$ cat config.mk
export PLATFORM = sky130hd
export DESIGN_NAME = keyed_quantity_table
export DESIGN_NICKNAME = d
export VERILOG_FILES = /design/src/kqt_pkg.sv /design/src/kqt_ctrl.sv /design/src/kqt_dp.sv /design/src/keyed_quantity_table.sv
export SDC_FILE = /design/constraint.sdc
export NUM_CORES = 1
export LEC_CHECK = 0
export ABC_AREA = 1
export BUFFER_PORTS_ARGS = -buffer_cell sky130_fd_sc_hd__clkbuf_2
export CORE_ASPECT_RATIO = 1.25
export CORE_MARGIN = 8
export CORE_UTILIZATION = 28
export CTS_CLUSTER_DIAMETER = 50
export CTS_CLUSTER_SIZE = 25
export DETAILED_ROUTE_END_ITERATION = 10
export PLACE_DENSITY_LB_ADDON = 0.05
export SETUP_SLACK_MARGIN = 0.02
export SYNTH_ARGS = -nofsm -noshare
export SYNTH_HDL_FRONTEND = slang
export SYNTH_SLANG_ARGS = --single-unit
$ cat constraint.sdc
create_clock -name clk -period 4.3 [get_ports clk]
set_input_delay 0.86 -clock clk [delete_from_list [all_inputs] [get_ports clk]]
set_output_delay 0.86 -clock clk [all_outputs]
set_load 0.05 [all_outputs]
$ cat src/kqt_pkg.sv
// Package for the keyed quantity table: sizes, operation and status codes,
// beat structs and the command/status structs between controller and datapath.
// Depends on nothing.
`timescale 1ns / 1ps

package kqt_pkg;

	localparam int ENTRIES = 16;
	localparam int KEY_W   = 16;
	localparam int CNT_W   = 16;
	localparam int IDX_W   = (ENTRIES > 1) ? $clog2(ENTRIES) : 1;
	localparam int OCC_W   = $clog2(ENTRIES + 1);

	// operation codes
	localparam logic [1:0] OP_ADD    = 2'd0;
	localparam logic [1:0] OP_REMOVE = 2'd1;
	localparam logic [1:0] OP_QUERY  = 2'd2;
	localparam logic [1:0] OP_CLEAR  = 2'd3;

	// result status codes
	localparam logic [1:0] ST_OK        = 2'd0;
	localparam logic [1:0] ST_NOT_FOUND = 2'd1;
	localparam logic [1:0] ST_FULL      = 2'd2;

	typedef struct packed {
		logic [1:0]       kind;
		logic [KEY_W-1:0] item_key;
		logic [CNT_W-1:0] amount;
	} req_t;

	typedef struct packed {
		logic [CNT_W-1:0] count_value;
		logic             hit;
		logic [1:0]       status;
		logic [4:0]       occupied;
		logic             table_empty;
	} rsp_t;

	typedef struct packed {
		logic capture;  // latch lookup results of the accepted beat
		logic commit;   // apply the update and load the result register
	} dp_cmd_t;

	typedef struct packed {
		logic [OCC_W-1:0]   occ;
		logic [ENTRIES-1:0] valid_vec;
	} dp_st_t;

endpackage

$ cat src/kqt_ctrl.sv
// Controller for the keyed quantity table: two-state sequencer and the
// result valid flag. Depends on kqt_pkg.
`timescale 1ns / 1ps

module kqt_ctrl
	import kqt_pkg::*;
(
	input  logic    clk,
	input  logic    arst_n,
	input  logic    req_valid,
	output logic    req_ready,
	output logic    rsp_valid,
	input  logic    rsp_ready,
	output dp_cmd_t cmd
);

	localparam logic S_IDLE   = 1'b0;
	localparam logic S_UPDATE = 1'b1;

	logic state_q;
	logic rsp_valid_q;
	logic can_load;

	assign req_ready   = (state_q == S_IDLE);
	assign can_load    = !rsp_valid_q || rsp_ready;
	assign cmd.capture = req_valid && req_ready;
	assign cmd.commit  = (state_q == S_UPDATE) && can_load;
	assign rsp_valid   = rsp_valid_q;

	always_ff @(posedge clk or negedge arst_n) begin
		if (!arst_n) begin
			state_q     <= S_IDLE;
			rsp_valid_q <= 1'b0;
		end else begin
			unique case (state_q)
				S_IDLE: begin
					if (cmd.capture) state_q <= S_UPDATE;
				end
				S_UPDATE: begin
					if (cmd.commit) state_q <= S_IDLE;
				end
				default: state_q <= S_IDLE;
			endcase
			if (cmd.commit) begin
				rsp_valid_q <= 1'b1;
			end else if (rsp_ready) begin
				rsp_valid_q <= 1'b0;
			end
		end
	end

endmodule

$ cat src/kqt_dp.sv
// Datapath for the keyed quantity table: key/count entry registers, parallel
// key match, free-entry choice, count update, occupancy and result register.
// Depends on kqt_pkg.
`timescale 1ns / 1ps

module kqt_dp
	import kqt_pkg::*;
(
	input  logic    clk,
	input  logic    arst_n,
	input  req_t    req_data,
	input  dp_cmd_t cmd,
	output rsp_t    rsp_data,
	output dp_st_t  st
);

	logic [KEY_W-1:0]   keys_q   [ENTRIES];
	logic [CNT_W-1:0]   counts_q [ENTRIES];
	logic [ENTRIES-1:0] valid_q;
	logic [OCC_W-1:0]   occ_q;

	// lookup results of the beat in flight
	logic [1:0]       kind_s1;
	logic [KEY_W-1:0] key_s1;
	logic [CNT_W-1:0] amount_s1;
	logic             hit_s1;
	logic [IDX_W-1:0] idx_s1;
	logic [CNT_W-1:0] cnt_s1;
	logic             free_s1;
	logic [IDX_W-1:0] free_idx_s1;

	logic             hit_c, free_c;
	logic [IDX_W-1:0] idx_c, free_idx_c;

	logic             wr_en, wr_key_en, set_valid, clr_valid, clr_all;
	logic [IDX_W-1:0] wr_idx;
	logic [CNT_W-1:0] wr_cnt;
	logic [OCC_W-1:0] occ_next;
	logic [CNT_W:0]   sum;
	rsp_t             rsp_next;
	rsp_t             rsp_q;
	logic [OCC_W+4:0] occ_ext;

	// lowest matching and lowest free entry
	always_comb begin
		hit_c      = 1'b0;
		free_c     = 1'b0;
		idx_c      = '0;
		free_idx_c = '0;
		for (int i = ENTRIES - 1; i >= 0; i--) begin
			if (valid_q[i] && keys_q[i] == req_data.item_key) begin
				hit_c = 1'b1;
				idx_c = IDX_W'(i);
			end
			if (!valid_q[i]) begin
				free_c     = 1'b1;
				free_idx_c = IDX_W'(i);
			end
		end
	end

	always_ff @(posedge clk) begin
		if (cmd.capture) begin
			kind_s1     <= req_data.kind;
			key_s1      <= req_data.item_key;
			amount_s1   <= req_data.amount;
			hit_s1      <= hit_c;
			idx_s1      <= idx_c;
			cnt_s1      <= counts_q[idx_c];
			free_s1     <= free_c;
			free_idx_s1 <= free_idx_c;
		end
	end

	assign sum = {1'b0, cnt_s1} + {1'b0, amount_s1};

	always_comb begin
		wr_en     = 1'b0;
		wr_key_en = 1'b0;
		set_valid = 1'b0;
		clr_valid = 1'b0;
		clr_all   = 1'b0;
		wr_idx    = idx_s1;
		wr_cnt    = '0;
		occ_next  = occ_q;
		rsp_next  = '0;
		rsp_next.hit    = hit_s1;
		rsp_next.status = ST_OK;
		unique case (kind_s1)
			OP_ADD: begin
				if (hit_s1) begin
					wr_en  = 1'b1;
					wr_cnt = sum[CNT_W] ? {CNT_W{1'b1}} : sum[CNT_W-1:0];
					rsp_next.count_value = wr_cnt;
				end else if (free_s1) begin
					wr_en     = 1'b1;
					wr_key_en = 1'b1;
					set_valid = 1'b1;
					wr_idx    = free_idx_s1;
					wr_cnt    = amount_s1;
					occ_next  = occ_q + OCC_W'(1);
					rsp_next.count_value = amount_s1;
				end else begin
					rsp_next.status = ST_FULL;
				end
			end
			OP_REMOVE: begin
				if (hit_s1) begin
					if (amount_s1 >= cnt_s1) begin
						clr_valid = 1'b1;
						occ_next  = occ_q - OCC_W'(1);
					end else begin
						wr_en  = 1'b1;
						wr_cnt = cnt_s1 - amount_s1;
						rsp_next.count_value = wr_cnt;
					end
				end else begin
					rsp_next.status = ST_NOT_FOUND;
				end
			end
			OP_QUERY: begin
				if (hit_s1) rsp_next.count_value = cnt_s1;
			end
			OP_CLEAR: begin
				clr_all      = 1'b1;
				occ_next     = '0;
				rsp_next.hit = 1'b0;
			end
		endcase
		occ_ext              = {5'b0, occ_next};
		rsp_next.occupied    = occ_ext[4:0];
		rsp_next.table_empty = (occ_next == '0);
	end

	// entry payload: no reset, read only while valid
	always_ff @(posedge clk) begin
		if (cmd.commit && wr_en) begin
			counts_q[wr_idx] <= wr_cnt;
			if (wr_key_en) keys_q[wr_idx] <= key_s1;
		end
		if (cmd.commit) rsp_q <= rsp_next;
	end

	always_ff @(posedge clk or negedge arst_n) begin
		if (!arst_n) begin
			valid_q <= '0;
			occ_q   <= '0;
		end else if (cmd.commit) begin
			occ_q <= occ_next;
			if (clr_all) begin
				valid_q <= '0;
			end else if (set_valid) begin
				valid_q[wr_idx] <= 1'b1;
			end else if (clr_valid) begin
				valid_q[wr_idx] <= 1'b0;
			end
		end
	end

	assign rsp_data     = rsp_q;
	assign st.occ       = occ_q;
	assign st.valid_vec = valid_q;

endmodule

$ cat src/keyed_quantity_table.sv
// Keyed quantity table: 16-entry associative (key, count) store.
// Flow: the key is matched when the request beat is accepted; the entry is then
// updated and the response loaded at commit. No new request is accepted before that
// commit (match-then-update on the shared entry registers); a held response stalls it.
// Reset: arst_n clears all entry valid bits, the occupancy count and the FSM.
`timescale 1ns / 1ps

module keyed_quantity_table
	import kqt_pkg::*;
(
	input  logic clk,
	input  logic arst_n,
	input  logic req_valid,
	output logic req_ready,
	input  req_t req_data,
	output logic rsp_valid,
	input  logic rsp_ready,
	output rsp_t rsp_data
);

	dp_cmd_t cmd;
	dp_st_t  st;

	// Sequencer: accept a beat in idle, commit it once the response
	// register is free, then go back to idle.
	kqt_ctrl u_ctrl (
		.clk       (clk),
		.arst_n    (arst_n),
		.req_valid (req_valid),
		.req_ready (req_ready),
		.rsp_valid (rsp_valid),
		.rsp_ready (rsp_ready),
		.cmd       (cmd)
	);

	// Datapath: the accepted key is matched against every entry at the
	// accept edge; the chosen entry is updated and the response loaded on
	// the commit edge.
	kqt_dp u_dp (
		.clk      (clk),
		.arst_n   (arst_n),
		.req_data (req_data),
		.cmd      (cmd),
		.rsp_data (rsp_data),
		.st       (st)
	);

`ifndef SYNTHESIS
	// occupancy counter tracks the valid bits
	a_occ_matches: assert property (@(posedge clk) disable iff (!arst_n)
		$countones(st.valid_vec) == int'(st.occ))
		else $error("occupancy count disagrees with valid bits");

	// one beat in flight: an accept is followed by the update cycle
	a_one_in_flight: assert property (@(posedge clk) disable iff (!arst_n)
		req_valid && req_ready |=> !req_ready)
		else $error("request accepted while another is in flight");

	// a full-table response never reports a hit
	a_full_no_hit: assert property (@(posedge clk) disable iff (!arst_n)
		rsp_valid && rsp_data.status == ST_FULL |-> !rsp_data.hit)
		else $error("table full reported together with a hit");

	// an empty table holds no count for any key
	a_empty_zero: assert property (@(posedge clk) disable iff (!arst_n)
		rsp_valid && rsp_data.table_empty |-> rsp_data.count_value == '0)
		else $error("nonzero count reported with an empty table");
`endif

endmodule

==> flow_summary_export.csv <==
group,metric,value,unit
sta,totalNegativeSetupSlack,0,ps
worst_hold_path,hp-class,"primary input to async pin",
placed_design,gp_congestion,0.815,
logic_synthesis,yosys_most_used_dff,"edfxtp_1",
logic_synthesis,synth_edf_count,597,
logic_synthesis,synth_seq_cells,620,
grt,grt_pass1_vias,20400,
logic_synthesis,syn_inst,2549,
grt,grt_max_degree,70,
sta,grt_setup_unrepaired,"yes",
cts,htree_levels,3,
worst_setup_path,cp-end-kind,"flop",
layout,multi_input_comb_area,8410,µm²
grt,grt_usage,17.9,%
cts,clkTransAtPathRegs,60,ps
sta,fmax,0.255,GHz
layout,mostFrequentLayoutCells,"nand2_1, edfxtp_1, nand3_1",
sta,setup_violations,0,
pwr,p_leak,13.0,nW
sta,clock_skew,28.5,ps
drt,dr.pass1.iters,5,
placed_design,io_buffers,64,
logic_synthesis,synth_cell_types,48,
cts,clk_path_buf_depth,3,
floorplan,start_util,28.1,%
drt,wirelength,102000,µm
layout,n_fill_cell,10100,
floorplan,die_h,370,µm
drt,remaining_drc_errors,0,
worst_setup_path,worstPathArrival,4440,ps
grt,overflow,0,
logic_synthesis,synth-seq-area-share,66.0,%
worst_setup_path,crit_type,"flop to flop",
cts,cts_tree,"built",
layout,area_growth,21.7,%
layout,utilization,34.2,%
floorplan,top_level_ports,65,
logic_synthesis,syn_area,28000,µm²
drt,wl_per_cell,24.5,µm
floorplan,die_w,299,µm
layout,register_area,18500,µm²
worst_setup_path,critical_path.most_common_cell,"nand2_1",
layout,drive_gt1_share,16.2,%
drt,ant_nets,0,
worst_setup_path,cp.depth,19,
grt,grt_pass1_wl,145000,µm
cts,cts_root_buf,"clkbuf_16",
cts,clkLatencyLatePin,640,ps
worst_setup_path,cp_top_family,"compound AO/OA/AOI/OAI gates",
pwr,ir_worst_vdd,0.268,mV
logic_synthesis,syn_area_per_cell,11.0,µm²
placed_design,place.detailed.hpwl,66500,µm
sta,finalMaxSlewViolations,0,
logic_synthesis,ys.warnings.count,0,
worst_setup_path,crit_chain,"inv_1 > ha_1 > inv_1 > fa_1 > nand3_1 > nand2_1 > nand2_1 > nand2_1 > a21oi_1 > o21ai_1 > a21oi_1 > o21bai_1 > nand2_1 > nand2_1 > o21ai_0 > o21ai_4 > nor2_1 > buf_4 > nor2_1",
drt,drtIter0Drc,1387,
sta,worst_pin_slew,1260,ps
run_status,outcome,"completed",
worst_setup_path,start_kind,"flop",
flow_run,maxCapViolCount,0,
drt,viasPerCell,4.86,
worst_setup_path,cp_max_fo,33,
sta,hold_violations,0,
worst_setup_path,ff2ff_path_depth,19,
floorplan,dieArea,111000,µm²
cts,cts_hold_buf,0,
logic_synthesis,ys_async_sr_fraction,3.71,%
worst_setup_path,critPathRequiredTime,4820,ps
layout,final_common_cell,"nand2_1",
worst_setup_path,cp.buffers_inverters,3,
sta,fin_crit,3920,ps
worst_setup_path,critical_path.max_stage_delay,510,ps
worst_setup_path,critPathSlowestCell,"edfxtp_1",
pwr,powerDensity,459,nW/µm²
floorplan,core-area,99900,µm²
cts,cts_buffers,85,
sta,fin_crit_sh,91.2,%
cts,cts_sinks,620,
drt,vias,20100,
logic_synthesis,synth_nets,2623,
grt,antenna_found_initial,2,
floorplan,placementRows,130,
sta,slew_headroom,16.1,%
layout,num-nets-final,2830,
-- cell families after synthesis --
kind of cell               synth area share [%]
AOI/OAI and AO/OA                          7.24
and+or+nand+nor                            18.6
adders and majority gates                  1.66
xor gates and xnor gates                   2.16
DFF                                        66.0
buffers and inverters                      4.33
-- worst paths after layout --
path / from / to / slack (ps)
setup / recovery: u_dp.cnt_s1[0]$_DFFE_PP_ / u_dp.valid_q[4]$_DFFE_PN0P_ / 380
hold / removal: arst_n / u_ctrl.rsp_valid$_DFFE_PN0P_ / 240
setup reg to reg: u_dp.cnt_s1[0]$_DFFE_PP_ / u_dp.valid_q[4]$_DFFE_PN0P_ / 380
hold reg to reg: u_ctrl.state_q$_DFF_PN0_ / u_ctrl.rsp_valid$_DFFE_PN0P_ / 510
max in group asynchronous: arst_n / u_dp.valid_q[4]$_DFFE_PN0P_ / 3610
min in group clk: req_data[0] / u_dp.amount_s1[0]$_DFFE_PP_ / 400
-- synthesized netlist by cell type (2+ instances only) --
master	n	share of area (%)
o221ai_1	4	0.12
nor2_1	147	2.0
o31ai_1	15	0.40
o211ai_1	3	0.080
nand4_1	16	0.36
a22oi_1	3	0.080
o221a_2	3	0.12
clkinv_1	4	0.054
o22ai_1	43	0.96
or4_1	3	0.080
edfxtp_1	597	64
nand3_1	265	4.7
a22o_1	15	0.47
o311ai_0	9	0.28
a221oi_1	27	0.84
fa_1	2	0.14
nor3_1	16	0.29
o2111ai_1	7	0.22
buf_6	15	0.60
nor4_1	19	0.42
a21oi_1	48	0.86
xnor2_1	16	0.50
or2_2	36	0.80
buf_1	10	0.13
nand2_1	736	9.9
o21ai_1	4	0.071
inv_2	7	0.094
a211oi_1	9	0.24
xor2_1	53	1.7
buf_2	35	0.62
buf_4	22	0.59
ha_1	34	1.5
clkbuf_2	2	0.036
inv_1	130	1.7
a21oi_2	2	0.062
a21boi_0	2	0.054
a31oi_1	4	0.089
dfrtp_1	23	2.1
clkbuf_1	34	0.46
o21bai_1	5	0.13
o21ai_0	117	2.1
-- timing repair --
| item | CTS | global route |
|---|---|---|
| buffers inserted | 0 | 0 |
| setup endpoints to repair | 0 | 136 |
| resized for setup | 0 | 9 |
-- layout make-up --
cell class,count,share of cell area [%]
multi-input combinational,1670,24.6
inverter,141,1.55
sequential,620,54.2
tap,1320,4.84
clock buffer,93,6.38
antenna,1,0.00733
clock inverter,62,1.83
timing repair buffer,238,6.54
-- power by group --
group | switching, mW | internal [mW]
sequential | 0.244 | 6.91
clock | 3.01 | 3.97
combinational | 1.10 | 0.435
-- per-layer routing --
layer	up-vias	share of wire (%)	wire (µm)	global-route usage [%]
met2	446	53	54300	33.8
met5	-	0	0	0
met1	10100	40	40700	20.6
met4	0	2.8	2810	5.62
met3	131	3.8	3820	2.51
li1	9439	-	-	-
-- registers in the layout (all words and copies together) (netlist names), 2 cells and up --
signal	count
u_dp.rsp_data	25
u_dp.key_s1	16
u_dp.keys_q	256
u_dp.valid_q	16
u_dp.free_idx_s1	4
u_dp.idx_s1	4
u_dp.occ_q	5
u_dp.amount_s1	16
u_dp.kind_s1	2
u_dp.counts_q	256
u_dp.cnt_s1	16
-- metrics by stage --
step	power [mW]	setup WS (ps)	hold slack [ps]	std cells	cell area (µm²)
4_1_cts	15.9	113	233	4144	34100
3_3_place_gp	8.83	-361	490	3989	31300
6_report	15.7	376	245	4145	34100
5_1_grt	16.3	9.32	279	4144	34100
3_5_place_dp	8.84	-361	498	3989	31300
2_1_floorplan	8.06	631	559	2549	28000
-- worst register-to-register path: stages, from the launching register on --
cell and delay [ps]:
edfxtp_1 510, inv_1 100, ha_1 180, inv_1 60, fa_1 410, nand3_1 120, nand2_1 100, nand2_1 100
nand2_1 120, a21oi_1 300, o21ai_1 150, a21oi_1 190, o21bai_1 90, nand2_1 130, nand2_1 160, o21ai_0 350
o21ai_4 270, nor2_1 160, buf_4 220, nor2_1 80
(Power assumes the default switching activity.)
